[src/sv/tanorm_pkg.sv]
// ----------------------------------------------------------------------------
// tanorm_pkg
// shared widths, payload words and cell data types for the absolute unit normal
// ----------------------------------------------------------------------------
`default_nettype none

package tanorm_pkg;

	localparam int COORD_BITS = 16;
	localparam int FRAC_BITS  = 15;
	localparam int IN_W       = 16;
	localparam int OUT_W      = 16;

	localparam int EDGE_W = COORD_BITS + 1;
	localparam int PROD_W = 2 * EDGE_W;
	localparam int CP_W   = PROD_W;
	localparam int SQ_W   = 2 * CP_W;
	localparam int SUM_W  = SQ_W + 2;
	localparam int ROOT_W = SUM_W / 2;
	localparam int REM_W  = ROOT_W + 2;
	localparam int DR_W   = ROOT_W + 1;
	localparam int Q_W    = FRAC_BITS + 1;

	// 1.0 in the quotient format
	localparam logic [Q_W-1:0] Q_ONE = Q_W'(1) << FRAC_BITS;

	localparam int FRONT_STAGES = 5;
	localparam int SQRT_CELLS   = ROOT_W;
	localparam int DIV_CELLS    = Q_W;
	localparam int PIPE_DEPTH   = FRONT_STAGES + SQRT_CELLS + DIV_CELLS + 1;

	typedef struct packed {
		logic [IN_W-1:0] a_x;
		logic [IN_W-1:0] a_y;
		logic [IN_W-1:0] a_z;
		logic [IN_W-1:0] b_x;
		logic [IN_W-1:0] b_y;
		logic [IN_W-1:0] b_z;
		logic [IN_W-1:0] c_x;
		logic [IN_W-1:0] c_y;
		logic [IN_W-1:0] c_z;
	} vtx_t;

	typedef struct packed {
		logic [OUT_W-1:0] normal_x;
		logic [OUT_W-1:0] normal_y;
		logic [OUT_W-1:0] normal_z;
		logic             degenerate;
	} nrm_t;

	// front end result: abs cross product and its squared length
	typedef struct packed {
		logic [2:0][CP_W-1:0] cp;
		logic [SUM_W-1:0]     sum;
		logic                 degen;
	} front_t;

	// word handed along the square root chain
	typedef struct packed {
		logic [SUM_W-1:0]     rad;
		logic [REM_W-1:0]     rem;
		logic [ROOT_W-1:0]    root;
		logic [2:0][CP_W-1:0] cp;
		logic                 degen;
	} sq_t;

	// word handed along the divider chain
	typedef struct packed {
		logic [ROOT_W-1:0]    den;
		logic [2:0][DR_W-1:0] r;
		logic [2:0][Q_W-1:0]  q;
		logic                 degen;
	} dv_t;

endpackage

`default_nettype wire

[src/sv/tanorm_sqrt_cell.sv]
// ----------------------------------------------------------------------------
// tanorm_sqrt_cell
// one root bit per cell, two radicand bits shifted in
// ----------------------------------------------------------------------------
`default_nettype none

module tanorm_sqrt_cell (
	input  wire logic             clk,
	input  wire logic             en,
	input  wire tanorm_pkg::sq_t  din,
	output tanorm_pkg::sq_t       dout
);

	tanorm_pkg::sq_t          d_q;
	logic [tanorm_pkg::REM_W-1:0] rem_sh;
	logic [tanorm_pkg::REM_W-1:0] trial;
	logic                         take;

	always_comb begin
		rem_sh = {din.rem[tanorm_pkg::REM_W-3:0], din.rad[tanorm_pkg::SUM_W-1 -: 2]};
		trial  = {din.root, 2'b01};
		take   = rem_sh >= trial;
	end

	always_ff @(posedge clk) begin
		if (en) begin
			d_q.rad   <= {din.rad[tanorm_pkg::SUM_W-3:0], 2'b00};
			d_q.rem   <= take ? rem_sh - trial : rem_sh;
			d_q.root  <= {din.root[tanorm_pkg::ROOT_W-2:0], take};
			d_q.cp    <= din.cp;
			d_q.degen <= din.degen;
		end
	end

	assign dout = d_q;

endmodule

`default_nettype wire

[config.mk]
export PLATFORM = sky130hd
export DESIGN_NAME = tanorm_sqrt_cell
export DESIGN_NICKNAME = d
export VERILOG_FILES = /design/src/sv/tanorm_pkg.sv /design/src/sv/tanorm_sqrt_cell.sv
export SDC_FILE = /design/constraint.sdc
export NUM_CORES = 1
export LEC_CHECK = 0
export BUFFER_PORTS_ARGS = -buffer_cell sky130_fd_sc_hd__buf_2
export CORE_AREA = 2 2 192 194
export CTS_BUF_LIST = sky130_fd_sc_hd__clkbuf_16
export DETAILED_ROUTE_END_ITERATION = 7
export DIE_AREA = 0 0 194 196
export PLACE_DENSITY = 0.58
export SYNTH_ARGS = -nofsm -noshare
export SYNTH_HDL_FRONTEND = slang
export SYNTH_SLANG_ARGS = --single-unit
[constraint.sdc]
create_clock -name clk -period 3.35 [get_ports clk]
set_clock_uncertainty 0.05 [all_clocks]
set_input_delay 0.1675 -clock clk [delete_from_list [all_inputs] [get_ports clk]]
set_output_delay 0.1675 -clock clk [all_outputs]
set_load 0.05 [all_outputs]
## After elaboration in Yosys (flattened, before gate mapping)

Index checks and enable logic that the tools add are counted.

- Add/sub/neg operators: 1
- $lt $le $gt $ge: 1
- Multiplexer cells: 1

Operator list:

| kind | number |
|---|---|
| $ge 37x37->1 | 1 |
| $mux 37 | 1 |
| $sub 37x37->37 | 1 |

- Register bits: 243
- Output and inout bits: 245

## Longest topological paths before layout

Gate-level depths: netlist of the first run.

- Depth in word-level cells: 2
- Mapped depth: 14
- Gate-level depth less buffers: 11

## Least setup slack after synthesis of the first run

Ideal clock, no wire load.

- Path type: input -> register
- From: input din[122] (netlist bit)
- To: register d_q, in the netlist dout[170] (data pin)
- Setup time: 0.260 ns
- Data arrival time: 2.218 ns
- Path slack: 0.822 ns
- Stages on the path: 11
- Path buffers: 0
- Cells stage by stage: inv_1 > ha_1 > a21oi_1 > o21ai_1 > a2111oi_1 > nor2_1 > a221o_1 > o21bai_2 > nand3b_1 > xor2_1 > mux2_4

- Cells in the longest elaborated chain, start to end: 2

RTL lines:

| what | RTL line | source |
|---|---|---|
| start: declaration | tanorm_sqrt_cell.sv:10 | `input wire tanorm_pkg::sq_t din,` |
| $sub 37x37->37 / $ge 37x37->1 (equally long branches) | tanorm_sqrt_cell.sv:28, tanorm_sqrt_cell.sv:22 |  |
| $mux 37 * | tanorm_sqrt_cell.sv:28 | `d_q.rem <= take ? rem_sh - trial : rem_sh;` |
| end: declaration | tanorm_sqrt_cell.sv:14 | `tanorm_pkg::sq_t d_q;` |

Mark *: on every way between the ends. The rest lies on a longest branch, timed or not.
A chain may end at the register's enable or synchronous reset.

## Worst setup path after layout of the first run

- From: input din[103] (netlist bit)
- To: register d_q, in the netlist dout[147] (data pin)

Same word-level chain as after synthesis.

==> reports/metrics.cfg, run 1 <==
[run_status]
status=completed

[floorplan]
core_area_mm2=0.0361
rows=70
boundaryPins=492
die_w_um=194
die_area_mm2=0.0380
fp.dieH_um=196
start_util=0.278

[setup_path]
slowest_delay_ns=0.52
critPathMaxFanout=27
critical_path_class=in -> reg
arrival_ns=3.30
path_cells=dlygate4sd3_1, buf_2, inv_1, ha_1, o21ai_1, a211oi_4, a41oi_2, nand4_1, nand3_1, nand3_1, a21oi_2, nor2_4, buf_12, mux2_2
startpoint_type=input port
critPathRequiredTime_ns=3.61
cp_common_cell=nand3_1
endpoint_kind=flip-flop
crit_slowest_cell=dlygate4sd3_1

[logic_synthesis]
syn_inst=614
ys_top_cells_by_count=243 x edfxtp_1, 49 x inv_1, 37 x ha_1
ys_dominant_reg_cell=edfxtp_1
synth-seq-area-share=0.727
synth.area.top_cells=edfxtp_1 73%, ha_1 4.6%, mux2_4 2.5%
synth_top_area_frac=0.727
synth-seq-cells=243
yosysTopAreaCell=edfxtp_1
yosysWarnings=0
syn_area_mm2=0.0100
synthArstFlopShare=0
synth_edf_count=243
avgSynthCellArea_um2=16.4
synth_cell_types=57
synth_most_common_cell=edfxtp_1

[timing]
timing.fmax_ghz=0.329
period_share=0.908
finalCriticalPeriod_ns=3.04
setup_slack_ns=0.307
hold_viol_final=0
setup_tns_ns=0
max-slew-margin-rel=0.454
rsz0062_at_grt=false
worstMarginPinSlew_ns=0.819
hold_ws_ns=0.0271
setup_violations=0
report.final.slew_viol_count=0

[global_route]
use_met3=0.0500
antenna_found_initial=3
grt_pass1_wl_mm=54.1
busiest_layer=met2
grtUsageMet1=0.225
grt_usage=0.188
use_met2=0.320
grt_pass1_vias=8675
grt_max_degree=86
overflow=0

[clock_network]
root_buffer=clkbuf_16
clk_pin_slew_worst_paths_ns=0.06
clockBufferDepth=3
tritoncts=done
htreeDepth=1
numCtsBuffers=28
clkSinkCount=243

[placement]
hpwl_mm=26.9
io_buffers=487
gp_congestion=0.866
place_ws_ns=0.264

[drt]
drt_iter0_drc=398
drt-vias-per-instance=4.40
drt-total-wl_mm=37.2
route.detailed.drc=0
wl_per_cell_um=20.0
drtAntennaViolNets=0
dr_total_vias=8183
drt-pass1-iter-count=6

[finish]
largest_reg_flops=243
area_delta_synth_final_pct=63.8
fin_nets=1653
drive_above_1_share=0.421
fillers=3294

[power_and_ir_drop]
p_leak_nw=7.16
ir_drop_uv=439
power.density_mw_per_mm2=563

[hold_path]
min_path_type=in -> reg

[job]
drv_cap=0

## routing by layer
metal	wire length, um	part of all wire	vias up
li1	-	-	3835
met5	26	0.00070	-
met4	1650	0.045	4
met3	2700	0.073	62
met1	14600	0.39	3923
met2	18200	0.49	359
## through the flow
step | util | instances | power, mW | instance area (um^2)
finish | 0.456 | 1859 | 9.27 | 16400
global route | 0.456 | 1859 | 9.61 | 16400
CTS | 0.456 | 1858 | 9.37 | 16400
detailed placement | 0.362 | 1565 | 5.91 | 13100
global placement | 0.362 | 1565 | 5.89 | 13100
floorplan | - | 615 | 5.26 | 10000
## cells in the final DEF, fill, tap and decap left out, drive strengths merged, types with 3 or more instances in the layout
master       Yosys  routed
a211oi           6       6
a31oi            3       3
and3             3       3
and2             3       3
nand3           10      10
o21a             4       4
xor2            14      14
mux2            35      35
ha              37      37
a21o            14      14
nor2            18      18
dlygate4sd3      0     242
o21ai           19      19
nand2b           6       6
edfxtp         243     243
inv             49      51
o21bai           7       7
clkbuf           2      28
o211ai           4       4
bufinv           0       5
xnor2           20      20
nand4            9       9
nor3            10      10
a21oi           36      36
clkinv           0      15
nand2           27      27
buf             12     496
## layout make-up
class	count	area, um^2	area share
tap	468	586	0.0356
clock buffer	28	701	0.0426
sequential	243	7300	0.444
multi-input combinational	309	2420	0.147
timing repair buffer	738	5000	0.304
antenna	1	2.50	0.000152
clock inverter	23	256	0.0156
inverter	49	184	0.0112
## worst max-delay path: cells and delay by family
family	cells	cell delay [ns]
AO/OA/AOI/OAI	4	0.81
adder cells (fa/ha/maj)	1	0.34
buffers and inverters	4	0.90
multiplexers	1	0.36
AND/OR/NAND/NOR	4	0.67
## logic make-up after synthesis
group,after synthesis,synth area share
buffers and inverters,63,0.0327
adder cells (fa/ha/maj),37,0.0461
XOR/XNOR,34,0.0297
flip-flops,243,0.727
other,1,0.000374
AO/OA/AOI/OAI,108,0.0717
AND/OR/NAND/NOR,92,0.0461
multiplexers,36,0.0466
## report_power, final
| part | leakage [nW] | internal [mW] | switching (mW) |
|---|---|---|---|
| Clock | 0.476 | 1.91 | 1.28 |
| Sequential | 2.38 | 3.66 | 0.0726 |
| Combinational | 4.31 | 0.752 | 1.60 |
## worst paths after layout
| check | depth (start not counted) | startpoint | to |
|---|---|---|---|
| setup / recovery | 14 | din[103] | dout[147]$_DFFE_PP_ |
| hold / removal | 1 | en | dout[161]$_DFFE_PP_ |
## timing repair
item,in CTS,in global routing
hold buffers,242,0
gates resized for setup,0,0
endpoints found under the hold margin,242,0
setup buffers,0,0
Note: power is estimated with default switching activity, not from simulation.
==> run 2, diff against run 1 <==
- CORE_AREA: 2 2 192 194 -> 2 2 191 193
- DIE_AREA: 0 0 194 196 -> 0 0 193 195
- PLACE_DENSITY: 0.58 -> 0.59
==> run 2 against run 1 <==
Compared with the run above:
- sequential power is essentially flat
- wire length grew 1.1%
- combinational power is essentially flat
- power shrank 0.85%
- sequential share of layout area grew 0.18 points
- setup slack lost 0.13 ns
- critical path type unchanged
- largest cell class unchanged
- highest routed layer is now met4
==> reports/metrics.cfg, run 2 (synthesized netlist as in run 1, its figures left out) <==
[placement]
placed_area_mm2=0.0130  ; -0.37%
io_buffers=487  ; unchanged
gp_congestion=0.862  ; -0.57%
place_ws_ns=0.175  ; -0.0898 ns
hpwl_mm=26.5  ; -1.5%

[finish]
final_common_cell=buf_2
fillers=3155  ; -4.2%
drive_above_1_share=0.418  ; -0.00269
final-seq-area_mm2=0.00730  ; unchanged
area_delta_synth_final_pct=63.2
largest_reg_flops=243  ; unchanged
final_cell_area_mm2=0.0164  ; -0.41%
multi_input_area_mm2=0.00242  ; unchanged
post-route-util=0.463  ; +0.00695
final_cell_mix=486 x buf_2, 243 x edfxtp_1, 242 x dlygate4sd3_1
fin_nets=1651  ; -0.12%

[drt]
drt-total-wl_mm=37.6  ; +1.1%
drt-pass1-iter-count=4  ; -2
drt-vias-per-instance=4.46  ; +1.3%
route.detailed.drc=0  ; unchanged
wl_per_cell_um=20.3  ; +1.5%
drt_iter0_drc=380  ; -4.5%
drtAntennaViolNets=0  ; unchanged
dr_total_vias=8251  ; +0.83%

[floorplan]
core_area_mm2=0.0354  ; -1.9%
rows=69  ; -1.4%
die_w_um=193  ; -0.52%
boundaryPins=492  ; unchanged
die_area_mm2=0.0376  ; -1.0%
start_util=0.284  ; +0.00541
fp.dieH_um=195  ; -0.51%

[power_and_ir_drop]
ir_drop_uv=442  ; +0.68%
p_leak_nw=7.14  ; -0.30%
power.density_mw_per_mm2=561  ; -0.45%

[setup_path]
startpoint_type=input port
cp_common_cell=nand3_1
endpoint_kind=flip-flop
arrival_ns=3.44  ; +0.14 ns
slowest_delay_ns=0.55  ; +0.03 ns
path_cells=dlygate4sd3_1, buf_2, ha_1, o21ai_1, a211oi_4, a41oi_2, nand4_1, nand3_1, nand3_1, a21oi_2, nor2_4, buf_12, mux2_2
crit_buf_inv=3  ; -1
critical_path_class=in -> reg
critPathRequiredTime_ns=3.61  ; about the same
critical_path.top_delay_family=buffers and inverters
critPathMaxFanout=36  ; +33%
crit_slowest_cell=dlygate4sd3_1

[run_status]
status=completed

[timing]
setup_violations=0  ; unchanged
rsz0062_at_grt=false
timing.fmax_ghz=0.315  ; -4.1%
setup_slack_ns=0.176  ; -0.131 ns
finalCriticalPeriod_ns=3.17  ; +0.131 ns
report.final.slew_viol_count=0  ; unchanged
setup_tns_ns=0  ; unchanged
period_share=0.948  ; +0.0392
max-slew-margin-rel=0.535  ; +0.0806
hold_viol_final=0  ; unchanged
hold_ws_ns=0.0589  ; +0.0318 ns
worstMarginPinSlew_ns=0.698  ; -0.121 ns

[clock_network]
htreeDepth=1  ; unchanged
clockBufferDepth=3  ; unchanged
post_cts_buffers=0  ; unchanged
tritoncts=done
holdBufCountCts=242  ; unchanged
numCtsBuffers=28  ; unchanged
clkSinkCount=243  ; unchanged
cts_resized=0  ; unchanged
root_buffer=clkbuf_16
clk_pin_slew_worst_paths_ns=0.06  ; about the same

[global_route]
antenna_found_initial=3  ; unchanged
grt_usage=0.191  ; +0.00290
grt_pass1_wl_mm=53.8  ; -0.54%
grt_pass1_vias=8695  ; +0.23%
grt_max_degree=85  ; -1.2%
overflow=0  ; unchanged

[hold_path]
min_path_type=in -> reg

[job]
drv_cap=0  ; unchanged

run 2: cell types whose count changed in the layout (fill, tap and decap cells not counted):
cell        delta
bufinv_16      -1
clkinv_1       -1
clkinv_2       -4
diode_2        +2
clkinvlp_4     -1
clkinv_4       +2
inv_6          +1
inv_1          +3
buf_12         -2
run 2: final timing paths:
| check | from | to | slack, ns | cells after the start |
|---|---|---|---|---|
| setup / recovery | din[138] | dout[140]$_DFFE_PP_ | 0.18 | 13 |
| hold / removal | en | dout[125]$_DFFE_PP_ | 0.06 | 1 |
run 2: power breakdown:
part	internal, mW	switching (mW)	total, mW
logic	0.747	1.60	2.35
registers	3.66	0.0783	3.74
clock network	1.83	1.27	3.10
total	6.24	2.95	9.19
run 2: per-stage QoR:
step / instances / total power, mW
global placement: 1556 / 5.88
global route: 1849 / 9.53
detailed placement: 1556 / 5.89
floorplan: 615 / 5.26
CTS: 1848 / 9.28
finish: 1851 / 9.19
run 2: layer usage:
layer / wire (um) / global-route usage
met4: 2320 / 0.107
met3: 3270 / 0.0543
met5: 0 / 0
met2: 17300 / 0.308
met1: 14600 / 0.228
run 2: cell type report:
class / count / share of cell area
Inverter: 49 / 0.0112
Clock inverter: 22 / 0.0142
Timing Repair Buffer: 736 / 0.303
Tap cell: 461 / 0.0352
Antenna cell: 3 / 0.000458
Sequential cell: 243 / 0.445
Multi-Input combinational cell: 309 / 0.148
Clock buffer: 28 / 0.0428
