File: src/sv/tanorm_pkg.sv
// ----------------------------------------------------------------------------
// tanorm_pkg
// shared widths, payload words and cell data types for the absolute unit normal
// ----------------------------------------------------------------------------
`default_nettype none

package tanorm_pkg;

	localparam int COORD_BITS = 16;
	localparam int FRAC_BITS  = 15;
	localparam int IN_W       = 16;
	localparam int OUT_W      = 16;

	localparam int EDGE_W = COORD_BITS + 1;
	localparam int PROD_W = 2 * EDGE_W;
	localparam int CP_W   = PROD_W;
	localparam int SQ_W   = 2 * CP_W;
	localparam int SUM_W  = SQ_W + 2;
	localparam int ROOT_W = SUM_W / 2;
	localparam int REM_W  = ROOT_W + 2;
	localparam int DR_W   = ROOT_W + 1;
	localparam int Q_W    = FRAC_BITS + 1;

	// 1.0 in the quotient format
	localparam logic [Q_W-1:0] Q_ONE = Q_W'(1) << FRAC_BITS;

	localparam int FRONT_STAGES = 5;
	localparam int SQRT_CELLS   = ROOT_W;
	localparam int DIV_CELLS    = Q_W;
	localparam int PIPE_DEPTH   = FRONT_STAGES + SQRT_CELLS + DIV_CELLS + 1;

	typedef struct packed {
		logic [IN_W-1:0] a_x;
		logic [IN_W-1:0] a_y;
		logic [IN_W-1:0] a_z;
		logic [IN_W-1:0] b_x;
		logic [IN_W-1:0] b_y;
		logic [IN_W-1:0] b_z;
		logic [IN_W-1:0] c_x;
		logic [IN_W-1:0] c_y;
		logic [IN_W-1:0] c_z;
	} vtx_t;

	typedef struct packed {
		logic [OUT_W-1:0] normal_x;
		logic [OUT_W-1:0] normal_y;
		logic [OUT_W-1:0] normal_z;
		logic             degenerate;
	} nrm_t;

	// front end result: abs cross product and its squared length
	typedef struct packed {
		logic [2:0][CP_W-1:0] cp;
		logic [SUM_W-1:0]     sum;
		logic                 degen;
	} front_t;

	// word handed along the square root chain
	typedef struct packed {
		logic [SUM_W-1:0]     rad;
		logic [REM_W-1:0]     rem;
		logic [ROOT_W-1:0]    root;
		logic [2:0][CP_W-1:0] cp;
		logic                 degen;
	} sq_t;

	// word handed along the divider chain
	typedef struct packed {
		logic [ROOT_W-1:0]    den;
		logic [2:0][DR_W-1:0] r;
		logic [2:0][Q_W-1:0]  q;
		logic                 degen;
	} dv_t;

endpackage

`default_nettype wire

File: src/sv/tanorm_div_cell.sv
// ----------------------------------------------------------------------------
// tanorm_div_cell
// one restoring quotient bit per cell for all three components
// ----------------------------------------------------------------------------
`default_nettype none

module tanorm_div_cell (
	input  wire logic             clk,
	input  wire logic             en,
	input  wire tanorm_pkg::dv_t  din,
	output tanorm_pkg::dv_t       dout
);

	tanorm_pkg::dv_t                 d_q;
	logic [2:0]                      ge;
	logic [2:0][tanorm_pkg::DR_W-1:0] rn;

	always_comb begin
		for (int i = 0; i < 3; i++) begin
			ge[i] = din.r[i] >= tanorm_pkg::DR_W'(din.den);
			rn[i] = ge[i] ? din.r[i] - tanorm_pkg::DR_W'(din.den) : din.r[i];
		end
	end

	always_ff @(posedge clk) begin
		if (en) begin
			for (int i = 0; i < 3; i++) begin
				d_q.r[i] <= {rn[i][tanorm_pkg::DR_W-2:0], 1'b0};
				d_q.q[i] <= {din.q[i][tanorm_pkg::Q_W-2:0], ge[i]};
			end
			d_q.den   <= din.den;
			d_q.degen <= din.degen;
		end
	end

	assign dout = d_q;

endmodule

`default_nettype wire

File: config.mk
export PLATFORM = sky130hd
export DESIGN_NAME = tanorm_div_cell
export DESIGN_NICKNAME = d
export VERILOG_FILES = /design/src/sv/tanorm_pkg.sv /design/src/sv/tanorm_div_cell.sv
export SDC_FILE = /design/constraint.sdc
export NUM_CORES = 1
export LEC_CHECK = 0
export BUFFER_PORTS_ARGS = -buffer_cell sky130_fd_sc_hd__buf_2
export CORE_UTILIZATION = 49
export CTS_CLUSTER_DIAMETER = 200
export DETAILED_ROUTE_END_ITERATION = 16
export PLACE_DENSITY = 0.8
export SYNTH_ARGS = -nofsm -noshare
export SYNTH_HDL_FRONTEND = slang
export SYNTH_SLANG_ARGS = --single-unit
export TNS_END_PERCENT = 10
File: constraint.sdc
create_clock -name clk -period 4 [get_ports clk]
set_input_delay 0.6 -clock clk [delete_from_list [all_inputs] [get_ports clk]]
set_output_delay 0.6 -clock clk [all_outputs]
set_load 0.01 [all_outputs]
; ---- Yosys cells after proc, flatten, opt, wreduce, memory -nomap -nowiden
; Index checks and enable logic that the tools add are counted.
[word_totals]
word_cells = 17
ff_bits = 189
out_inout_bits = 192
in_bits = 194
[op_classes]
n_lt_le_gt_ge = 3
add_sub_neg = 3
mux = 3
[op_table]
columns = op, count
row1 = $ge 36x35->1, 3
row2 = $mux 35, 3
row3 = $sub 35x35->35, 3

; ---- Logic depth before layout (Yosys ltp)
; Gate-level depths: netlist of the first run.
[depth]
depth_word = 2
depth_mapped = 14

; ---- Least setup slack after synthesis of the first run
; OpenSTA, ideal clock, no wires.
[synth_timing]
path_type = input -> register
from = input din[177] in the netlist's numbering
to = register d_q, in the netlist dout[129] (data pin)
t_required_ps = 3740
setup_ps = 260
slack_ps = 536
cell_stages = 13
arrival_time_ps = 3203
path_buffers = 2
cell_sequence = inv_1 > ha_1 > or2_1 > a21o_1 > a41oi_2 > o22ai_2 > or3_4 > a31oi_4 > o21ai_2 > a211o_1 > buf_6 > buf_12 > mux2_4
[synth_lines]
columns = item, line
row1 = "start, declared", tanorm_div_cell.sv:10  ; input wire tanorm_pkg::dv_t din,
row2 = "end, declared", tanorm_div_cell.sv:14  ; tanorm_pkg::dv_t d_q;

==> results of run 1 <==
==> per-layer routing <==
layer / track usage, % / vias up / wire [µm]
met4: 9.51 / 2 / 1040
li1: - / 5264 / -
met1: 33.6 / 5194 / 15400
met2: 49.3 / 449 / 19000
met5: 0 / - / 8
met3: 5.56 / 51 / 3150
==> layout make-up <==
type / instances / area (µm²) / area share (%)
tap: 330 / 413 / 2.60
inverter: 59 / 221 / 1.40
multi-input combinational: 897 / 6710 / 42.3
clock inverter: 14 / 173 / 1.09
clock buffer: 18 / 429 / 2.71
timing repair buffer: 414 / 2230 / 14.1
sequential: 189 / 5680 / 35.8
antenna: 4 / 10.0 / 0.0631
==> cell usage after synthesis (3+ instances only) <==
master     count
o21bai_1      17
a31oi_1       20
o2111ai_1      3
inv_1         59
and2_1         6
buf_4          7
nand2_1       92
o21a_1         6
o31ai_1        4
nand3_1       25
nand4_1       18
fa_1           3
nor4_1         5
ha_1         105
a31o_2         5
xnor2_1       51
a21oi_1       93
or2_2          7
buf_6          4
clkbuf_2       3
nor2b_1       11
mux2_4        27
a41o_1         3
o211ai_1      11
a21boi_0       5
and3_1        14
a211oi_1      10
buf_2          6
a21o_1        52
nor2_1        49
nor3_1        16
xor2_1        40
nand2b_1      11
mux2i_1        5
o21ai_0       79
a41oi_1        3
o21ai_1        3
buf_12         3
clkbuf_1      16
edfxtp_1     189
mux2_2        39
or3_1          6
==> critical path, stage by stage <==
cell	delay [ns]
buf_2	0.10
inv_1	0.07
ha_1	0.38
a21o_1	0.24
o21bai_1	0.16
a31oi_1	0.34
nor3_1	0.14
or3_4	0.44
a31oi_4	0.22
o21ai_2	0.07
a211o_2	0.35
buf_12	0.20
mux2_4	0.33
==> worst min-delay path by stage <==
stage	endpoint	slack (ns)	depth (start not counted)
2_1_floorplan	dout[0]	0.70	0
3_3_place_gp	dout[6]	0.78	1
3_5_place_dp	dout[42]	0.78	1
4_1_cts	dout[29]	0.32	1
5_1_grt	dout[48]	0.32	1
6_report	dout[29]	0.34	1
==> cells in the final DEF (no fill, tap or decap), types with 18 or more instances in the layout <==
cell type and count:
o21ai_0 79, a21oi_1 93, xnor2_1 51, a31oi_1 20, edfxtp_1 189, ha_1 105
mux2_4 27, nand4_1 18, nand3_1 25, buf_2 378, nand2_1 92, buf_4 30
nor2_1 49, a21o_1 52, xor2_1 40, mux2_2 39, inv_1 59
==> cell families after synthesis <==
| kind of cell | share of synthesized area [%] |
|---|---|
| buffers and inverters | 4.03 |
| flip-flops | 44.1 |
| other | 0.0291 |
| adder cells (fa/ha/maj) | 10.7 |
| AO/OA/AOI/OAI | 17.7 |
| multiplexers | 6.95 |
| XOR/XNOR | 6.19 |
| AND/OR/NAND/NOR | 10.4 |
==> through the flow <==
stage,setup slack [ns],hold slack [ns],area [µm²]
6_report,0.510,0.337,15900
5_1_grt,0.439,0.323,15900
4_1_cts,0.547,0.323,15900
3_5_place_dp,0.114,0.779,15200
3_3_place_gp,0.164,0.777,15200
2_1_floorplan,0.536,0.699,12900
==> power breakdown <==
part | internal, W | switching, W | total [W]
Combinational | 0.000861 | 0.00106 | 0.00192
Sequential | 0.00249 | 0.0000636 | 0.00256
Clock | 0.000850 | 0.000931 | 0.00178
==> results, run 1 <==
- The worst-case vdd ir drop is between 0.0003 and 0.0004 V.
- Of the cells placed in the final design, the portion with a size suffix greater than 1 is around a third.
- The aggregate global routing overflow is 0.
- The count of synthesis-stage warnings from yosys is 0.
- Yosys attributes the largest share of cell area to edfxtp_1, ha_1, a21oi_1.
- The count of clock tree sinks is around 190.
- The synthesized instance count is about 1.2k.
- The end of the critical path is dout[135].
- The post-route total power is approximately 0.0063 W.
- The fraction of registers with async set or reset after synthesis is 0%.
- The area of the die is about 0.027 mm².
- The number of rows created at floorplan is 58.
- Buffers added to address setup during post-CTS repair amount to 0.
- The area of the placeable core is between 0.02 and 0.03 mm².
- Setup total negative slack on the finished layout was measured at 0 ns.
- In this run the remaining antenna-violating nets after routing total 0.
- The critical path startpoint is din[168].
- Synthesis instantiated a little over 80 different standard cells from the library.
- In this run the biggest area consumer among cell types represents between 40% and 50% of the synthesized area.
- The mean post-synth cell area is 10.9 µm².
- The per-cell routed wire length is 20.0 µm.
- In the finished design, the share of the clock period the worst path needs comes to 87.2%.
- The commonest register cell after synthesis is edfxtp_1.
- From bottom edge to top edge, the die measures approximately 160 µm.
- The hold violation total from the final report was 0.
- The die outline width is between 150 and 200 µm.
- The wire-length estimate of the detail-placed layout is approximately 31000 µm.
- In the routed design, unresolved DRC markers number 0.
- The clock tree synthesis step divided the H-tree into 4 levels.
- The detailed-router iteration count before antenna repair is 5.
- Compared with the post-synthesis result, the final layout area differs by 23.1%.
- The number of synthesized flops with an enable pin is roughly 190.
- The final period demand of the worst path is 3.49 ns.
- The placed cell count is 1889.
- Global routing used between 20% and 30% of the available tracks.
- Cells fill 62.3% of the core in the end.
- The peak fanout along the critical path is 36.
- For this block, the routed nets add up to 38600 µm of wire.
- The quantity of hold-fixing buffers added after cts is 0.
- The clock tree from TritonCTS is yes.
- The leakage power summed over all cells is around 7 nW.
- The relative slew slack is a little under three fifths.
- In this run the clock root is driven by a clkbuf_16.
- The count of port buffers added during placement is about 380.
- The origin of the worst min-delay path is din[28].
- In the routed layout, each cell is associated on average with a via count of between 5 and 6.
- The endpoint required time on the critical path is around 4.2 ns.
- The overall via count from detail_route is 11.0k.
- At the end of routability-driven placement, the weighted congestion stood at slightly above 0.9.
- Summed over all instances, the cell type with the most area after synthesis is edfxtp_1.
- The startpoint-to-endpoint class of the critical path is in -> reg.
- The post-layout instance count excluding filler cells is ~1.9k.
- The register area share after synthesis is between 40% and 50%.
- The register with the most flip-flops in the layout has ~190 of them.
- The tool flagged a number of max-cap violations equal to 0.
- Static timing analysis puts the maximum clock frequency at 0.287 GHz.
- The number of clock buffers added by TritonCTS is 17.
- The final layout net count is ~1.9k.
- The clock slew seen by the registers of the worst setup and hold paths is roughly 0.090 ns.
- The count of final max-slew check failures came to 0.
- The kind of end point of the critical path is a flip-flop.
- The first-pass GRT wire length is ~57000 µm.
- Entering global routing, the biggest net connects 80 pins.
- In this run the cell area of the synthesized design comes to about 0.013 mm².
- For this configuration, the core starts out at a cell density of 50.6%.
- Setup violations remaining at the end of the flow were counted as 0.
- The number of DRC markers after the initial detailed-route iteration is 614.
- The number of antenna violations at the first check in global routing is 5.
- Dividing total power by cell area gives a power density of approximately 390 mW/mm².
- At the pin with the least slew margin, the transition time is 0.659 ns.
- The buffer levels on the longest clock path is 2.
- The run finished with clean final reports.
- The number of top-level design ports is slightly below 400.
- The via count of the first global-routing pass is approximately 11k.
- The arrival time of the worst setup path is roughly 3.7 ns.
- Counting flops and latches in the post-synthesis netlist gives roughly 190.
- The number of fillers in the final layout is 2056.
- The path category of the worst min-delay check is in -> reg.
- After clock tree synthesis, the repair step resized 0 gates.
- Setup repair after global routing left no endpoint under its margin.
- The startpoint kind of the worst setup timing path is a primary input.
No activity file was read; power rests on OpenSTA's default activity.
==> inputs of run 2 (changes only) <==
Settings changed: PLACE_DENSITY 0.8 to 0.87.
==> results, run 2 (synthesis gave the netlist of run 1 again) <==
- The count of port buffers added during placement is 379.
- Leaving out fill and tap cells, the most frequent cells in the layout are buf_2, edfxtp_1, ha_1.
- The aggregate global routing overflow is 0.
- The power density over cell area is 394 mW/mm².
- The total of max-cap violations is 0.
- After detailed routing, the number of remaining DRC violations is 0.
- The die covers ~0.027 mm².
- The flip-flop count of the largest register after layout is between 150 and 200.
- Counting tap cells, the placed design contains a total of 1893 instances.
- The chip height is 164 µm.
- The internal power is approximately 0.0042 W.
- The number of buffers inserted during clock tree synthesis is 17.
- The core region is ~0.025 mm².
- Setup violations remaining at the end of the flow were counted as 0.
- The clock tree from TritonCTS is yes.
- The area of the multi-input gates is around 0.0067 mm².
- The number of antenna violations at the first check in global routing is 6.
- After clock tree synthesis, the setup repair step added 0 buffers.
- Leaving out fill and tap cells, the most frequent cell in the layout is buf_2.
- The number of gates given a new drive strength after cts is 0.
- The floorplan has 58 rows.
- For the pin with the worst max-slew slack, the measured transition is around 0.5 ns.
- The final layout net count is about 1.9k.
- VDD sags by at most approximately 0.00026 V.
- The via count of the first global-routing pass is roughly 11k.
- The overall track demand over capacity in global routing is 28.1%.
- The die outline width is around 160 µm.
- The endpoint required time on the critical path is between 4 and 5 ns.
- The completed layout was analyzed and its total power is approximately 0.0063 W.
- The sum of negative setup slack is 0 ns.
- The H-tree generated during clock tree synthesis spans 4 levels.
- Based on the critical path, the design can be clocked at up to roughly 0.29 GHz.
- Detailed placement ended at an HPWL of a little over 30000 µm.
- The number of fillers in the final layout is 2091.
- The hold violation total from the final report is 0.
- The global placer's final weighted congestion is about 0.91.
- The first-pass GRT wire length is about 58000 µm.
- Of the total power, registers draw between 40% and 50%.
- The kind of end point of the critical path is a flip-flop.
- The per-cell routed wire length is 20.1 µm.
- The arrival time of the worst setup path is between 3 and 4 ns.
- The area used by sequential logic in the layout is around 0.0057 mm².
- The maximum number of pins on one net before global-route repair is 75.
- The leakage power summed over all cells is between 7 and 8 nW.
- The finished layout holds 1929 standard cells, fillers aside.
- The worst path uses roughly 86% of the clock period.
- The buffer levels on the longest clock path is 2.
- In this run the worst path has a maximum fanout of 9.
- The final layout contains routed wiring with a total length of between 30000 and 40000 µm.
- In this run, post-CTS hold repair placed 0 buffers.
- The pre-antenna-repair detailed-routing pass consisted of 6 iterations.
- The relative slew slack is about two thirds.
- The detail route stage leaves a number of antenna-violating nets equal to 0.
- The count of clock tree sinks is approximately 190.
- The clock slew seen by the registers of the worst setup and hold paths is ~0.080 ns.
- The clock tree root driver cell is clkbuf_16.
- For this configuration, the core starts out at a cell density of between 50% and 60%.
- The total net switching power is between 0.002 and 0.0025 W.
- Of the total power, the share spent switching nets is about a third.
- The portion of total power attributed to combinational logic is around 31%.
- In this run, the number of DRC markers left after iteration 0 of detailed routing was between 700 and 800.
- Summing over every cut layer, the via total after detailed routing is around 11k.
- Compared with the post-synthesis result, the final layout area differs by 23.4%.
- Setup repair after global routing left no endpoint under its margin.
- Pin placement for this block handled 386 I/O pins.
- The path category of the worst min-delay check is in -> reg.
- The startpoint-to-endpoint class of the critical path is in -> reg.
- Cells with a size suffix above 1 make up about a third of the layout.
- The clock network burns between 20% and 30% of the power.
- The worst setup path is launched from a primary input.
- The via count normalized by instance count is 5.76.
- The run finished with clean final reports.
- The count of final max-slew check failures is 0.
- The final period demand of the worst path is around 3.4 ns.
==> run 2: changes by cell type in the layout (fill, tap and decap cells not counted) <==
cell,previous run,this run
buf_4,30,34
clkinv_4,3,1
inv_6,3,4
clkinvlp_4,0,1
==> run 2: final cells by class <==
cell class	instances	area share, %
diodes	4	0.0630
clock buffers	18	2.70
clock inverters	14	1.08
inverters	59	1.39
multi-input cells	897	42.2
flip-flops and latches	189	35.7
well taps	330	2.60
repair buffers	418	14.2
==> run 2: per-stage QoR <==
step | utilization (%) | setup WS (ns) | hold WS, ns | cell area (µm²)
floorplan | - | 0.536 | 0.699 | 12900
global route | 62.4 | 0.442 | 0.315 | 15900
finish | 62.4 | 0.561 | 0.332 | 15900
detailed placement | 60.0 | 0.149 | 0.779 | 15300
CTS | 62.3 | 0.617 | 0.311 | 15900
global placement | 60.0 | 0.191 | 0.777 | 15300
==> run 2: worst max-delay path, cell delays in order <==
cell,delay (ns)
buf_2,0.10
inv_1,0.18
ha_1,0.34
o211ai_1,0.19
a21oi_1,0.10
o211ai_2,0.34
o22ai_2,0.16
or3_4,0.42
a31oi_4,0.21
o21ai_2,0.07
a211o_2,0.36
buf_4,0.20
mux2_4,0.32
==> run 2: path summary, 6_finish.rpt <==
| check | startpoint | end | slack (ns) | depth (start not counted) |
|---|---|---|---|---|
| setup / recovery | din[160] | dout[154] | 0.56 | 13 |
| hold / removal | din[7] | dout[8] | 0.33 | 1 |
==> run 2: power by group through the flow <==
stage / Combinational (W) / Clock [W] / Sequential [W]
floorplan: 0.00108 / 0 / 0.00274
global placement: 0.00187 / 0 / 0.00260
detailed placement: 0.00190 / 0 / 0.00261
CTS: 0.00191 / 0.00180 / 0.00256
global route: 0.00209 / 0.00186 / 0.00258
finish: 0.00193 / 0.00177 / 0.00256
==> run 2: per-layer routing <==
layer / global-route usage, % / wire [µm] / vias up
met5: 0 / 31 / -
met4: 12.8 / 1460 / 4
met3: 5.05 / 2840 / 79
met2: 48.5 / 18800 / 470
met1: 34.0 / 15600 / 5285
li1: - / - / 5278
==> inputs of run 3 (changes only) <==
Settings changed: REMOVE_ABC_BUFFERS from default to 1, SKIP_LAST_GASP from default to 1.
==> results, run 3 (synthesis gave the netlist of run 1 again) <==
- The post-layout instance area is 0.0158 mm².
- The cell with the most instances on the worst path is a21oi_1.
- Leaving out fill and tap cells, the most frequent cells in the layout are buf_2, edfxtp_1, ha_1.
- After floorplanning, the core was divided into between 50 and 60 placement rows.
- The number of gates given a new drive strength after cts is 0.
- The clock tree root driver cell is clkbuf_16.
- The number of antenna violations at the first check in global routing is 6.
- The overall track demand over capacity in global routing is 26.9%.
- The first-pass GRT wire length is between 50000 and 60000 µm.
- At the end of routability-driven placement, the weighted congestion stood at roughly 0.94.
- In this run, the number of DRC markers left after iteration 0 of detailed routing was around 700.
- The setup slack after placement is about 0.037 ns.
- At the worst endpoint, the arrival time is between 3 and 4 ns.
- The critical-path cell with the highest stage delay is o211ai_1.
- Setup slack on the critical path of the routed design comes to around 0.47 ns.
- CTS saw approximately 190 sinks.
- Of all nets on the critical path, the largest fanout is 19.
- The global routing usage on met3 is ~3.4%.
- The leading cell type in the layout, fill and taps excluded is buf_2.
- The effective utilization at floorplan is 50.6%.
- The startpoint-to-endpoint class of the critical path is in -> reg.
- The signed area change from the synthesized netlist to the final layout is 22.4%.
- The switching power as a share of total power is between 30% and 40%.
- Together, buffers and inverters on the worst path number 2.
- The total overflow left after global routing is 0.
- Once placement finished, the instance area stood at approximately 0.015 mm².
- The DRC violation count after routing is 0.
- The kind of cell with the highest combined delay on the critical path is compound AO/OA/AOI/OAI gates.
- For this block, the routed nets add up to ~38000 µm of wire.
- The hold violation total from the final report is 0.
- The final critical-path share of the clock period is 88.2%.
- The critical path goes through buf_2 > ha_1 > fa_1 > nand2b_1 > a21oi_1 > a211oi_1 > o211ai_1 > nand2_1 > o21ai_1 > a21oi_1 > o21ai_4 > buf_12 > mux2_2.
- In this run the static leakage power is around 7.1 nW.
- The internal power is 0.00420 W.
- Entering global routing, the biggest net connects 79 pins.
- The per-cell routed wire length is 19.7 µm.
- Post-CTS timing repair inserted 0 buffers for setup.
- The fraction of met2 tracks used by global routing is between 40 and 50%.
- The clock passes through at most 2 buffers.
- Of the total power, registers draw 41.0%.
- The met1 capacity usage during global routing is between 30% and 40%.
- The portion of total power attributed to combinational logic is between 30% and 40%.
- The tightest hold path in the finished design has a slack of around 0.33 ns.
- The number of buffers inserted during clock tree synthesis is 17.
- The worst setup path is captured at a flip-flop.
- For this run, the top clock speed supported by timing is 0.283 GHz.
- The final-report setup violation count is 0.
- The area of the die is about 0.027 mm².
- Across all layers, the routed design uses about 11k vias.
- The path category of the worst min-delay check is in -> reg.
- The run finished with clean final reports.
- The number of nets still failing antenna checks after routing is 0.
- The analysis attributes to net switching a power of 0.00205 W.
- The worst-case vdd ir drop is approximately 0.00026 V.
- The detailed-router iteration count before antenna repair is 5.
- The register with the most flip-flops in the layout has 189 of them.
- At the pin with the least slew margin, the transition time is 0.684 ns.
- After clock tree synthesis, the clock-pin slew on the worst setup and hold paths is 0.09 ns.
- The global routing stage identified its most utilized layer as met2.
- Cells fill between 60% and 70% of the core in the end.
- The via count of the first global-routing pass is approximately 10k.
- The startpoint kind of the worst setup timing path is a primary input.
- The endpoint required time on the critical path is ~4.2 ns.
- The HPWL after detailed placement is about 30000 µm.
- The quantity of hold-fixing buffers added after cts is 0.
- Setup repair after global routing left no endpoint under its margin.
- For this run, the slowest stage of the critical path takes 0.44 ns.
- The power density over cell area is 396 mW/mm².
- The relative slew slack is a little over half.
- The share of total power dissipated in the clock network is 28.7%.
- The region available for standard cell placement spans approximately 0.025 mm².
- The count of final max-slew check failures is 0.
- Dividing the detail-routed via count by the number of cells gives 5.75.
- The count of H-tree levels built during CTS is 4.
- The die is about 160 µm wide.
- The final layout contains ~1.9k nets.
- The count of port buffers added during placement is 379.
- The clock tree from TritonCTS is yes.
- After layout, the minimum clock period comes to approximately 3.5 ns.
- The number of top-level design ports is 386.
- The die is 164 µm tall.
- The fraction of final layout cells sized beyond drive strength 1 is around 33%.
- The total of max-cap violations is 0.
run 3: changes by cell type in the layout (fill, tap and decap cells not counted), sizes merged:
cell	delta
clkinvlp	-1
inv	+2
buf	-18
clkbuf	-1
diode	+2
run 3: worst paths after layout:
kind | depth (start not counted) | start | end
hold / removal | 1 | din[26] | dout[27]
setup / recovery | 13 | din[157] | dout[102]
run 3: final cells by class:
cell class | instances | area (µm²)
multi-input combinational | 897 | 6710
antenna | 6 | 15.0
fill | 2079 | 9700
clock inverter | 15 | 185
inverter | 59 | 221
tap | 330 | 413
timing repair buffer | 400 | 2130
sequential | 189 | 5680
clock buffer | 17 | 425
run 3: routing by layer:
layer	share of wire (%)	wire length, µm	up-vias
li1	-	-	5237
met1	41	15500	5231
met2	49	18400	466
met3	6.4	2390	71
met4	3.7	1380	0
met5	0	0	-
run 3: stage by stage:
stage                     TNS, ns  cells  power [W]
after global placement          0   1875    0.00444
after global routing            0   1912    0.00651
after detailed placement        0   1875    0.00448
after floorplan            -21.50   1145    0.00378
after CTS                       0   1907    0.00626
final                           0   1913    0.00625
run 3: power by group through the flow:
| stage | sequential (W) | combinational, W | clock [W] |
|---|---|---|---|
| finish | 0.00256 | 0.00190 | 0.00179 |
| global route | 0.00258 | 0.00205 | 0.00188 |
| CTS | 0.00256 | 0.00188 | 0.00181 |
| detailed placement | 0.00260 | 0.00187 | 0 |
| global placement | 0.00260 | 0.00184 | 0 |
| floorplan | 0.00274 | 0.00104 | 0 |
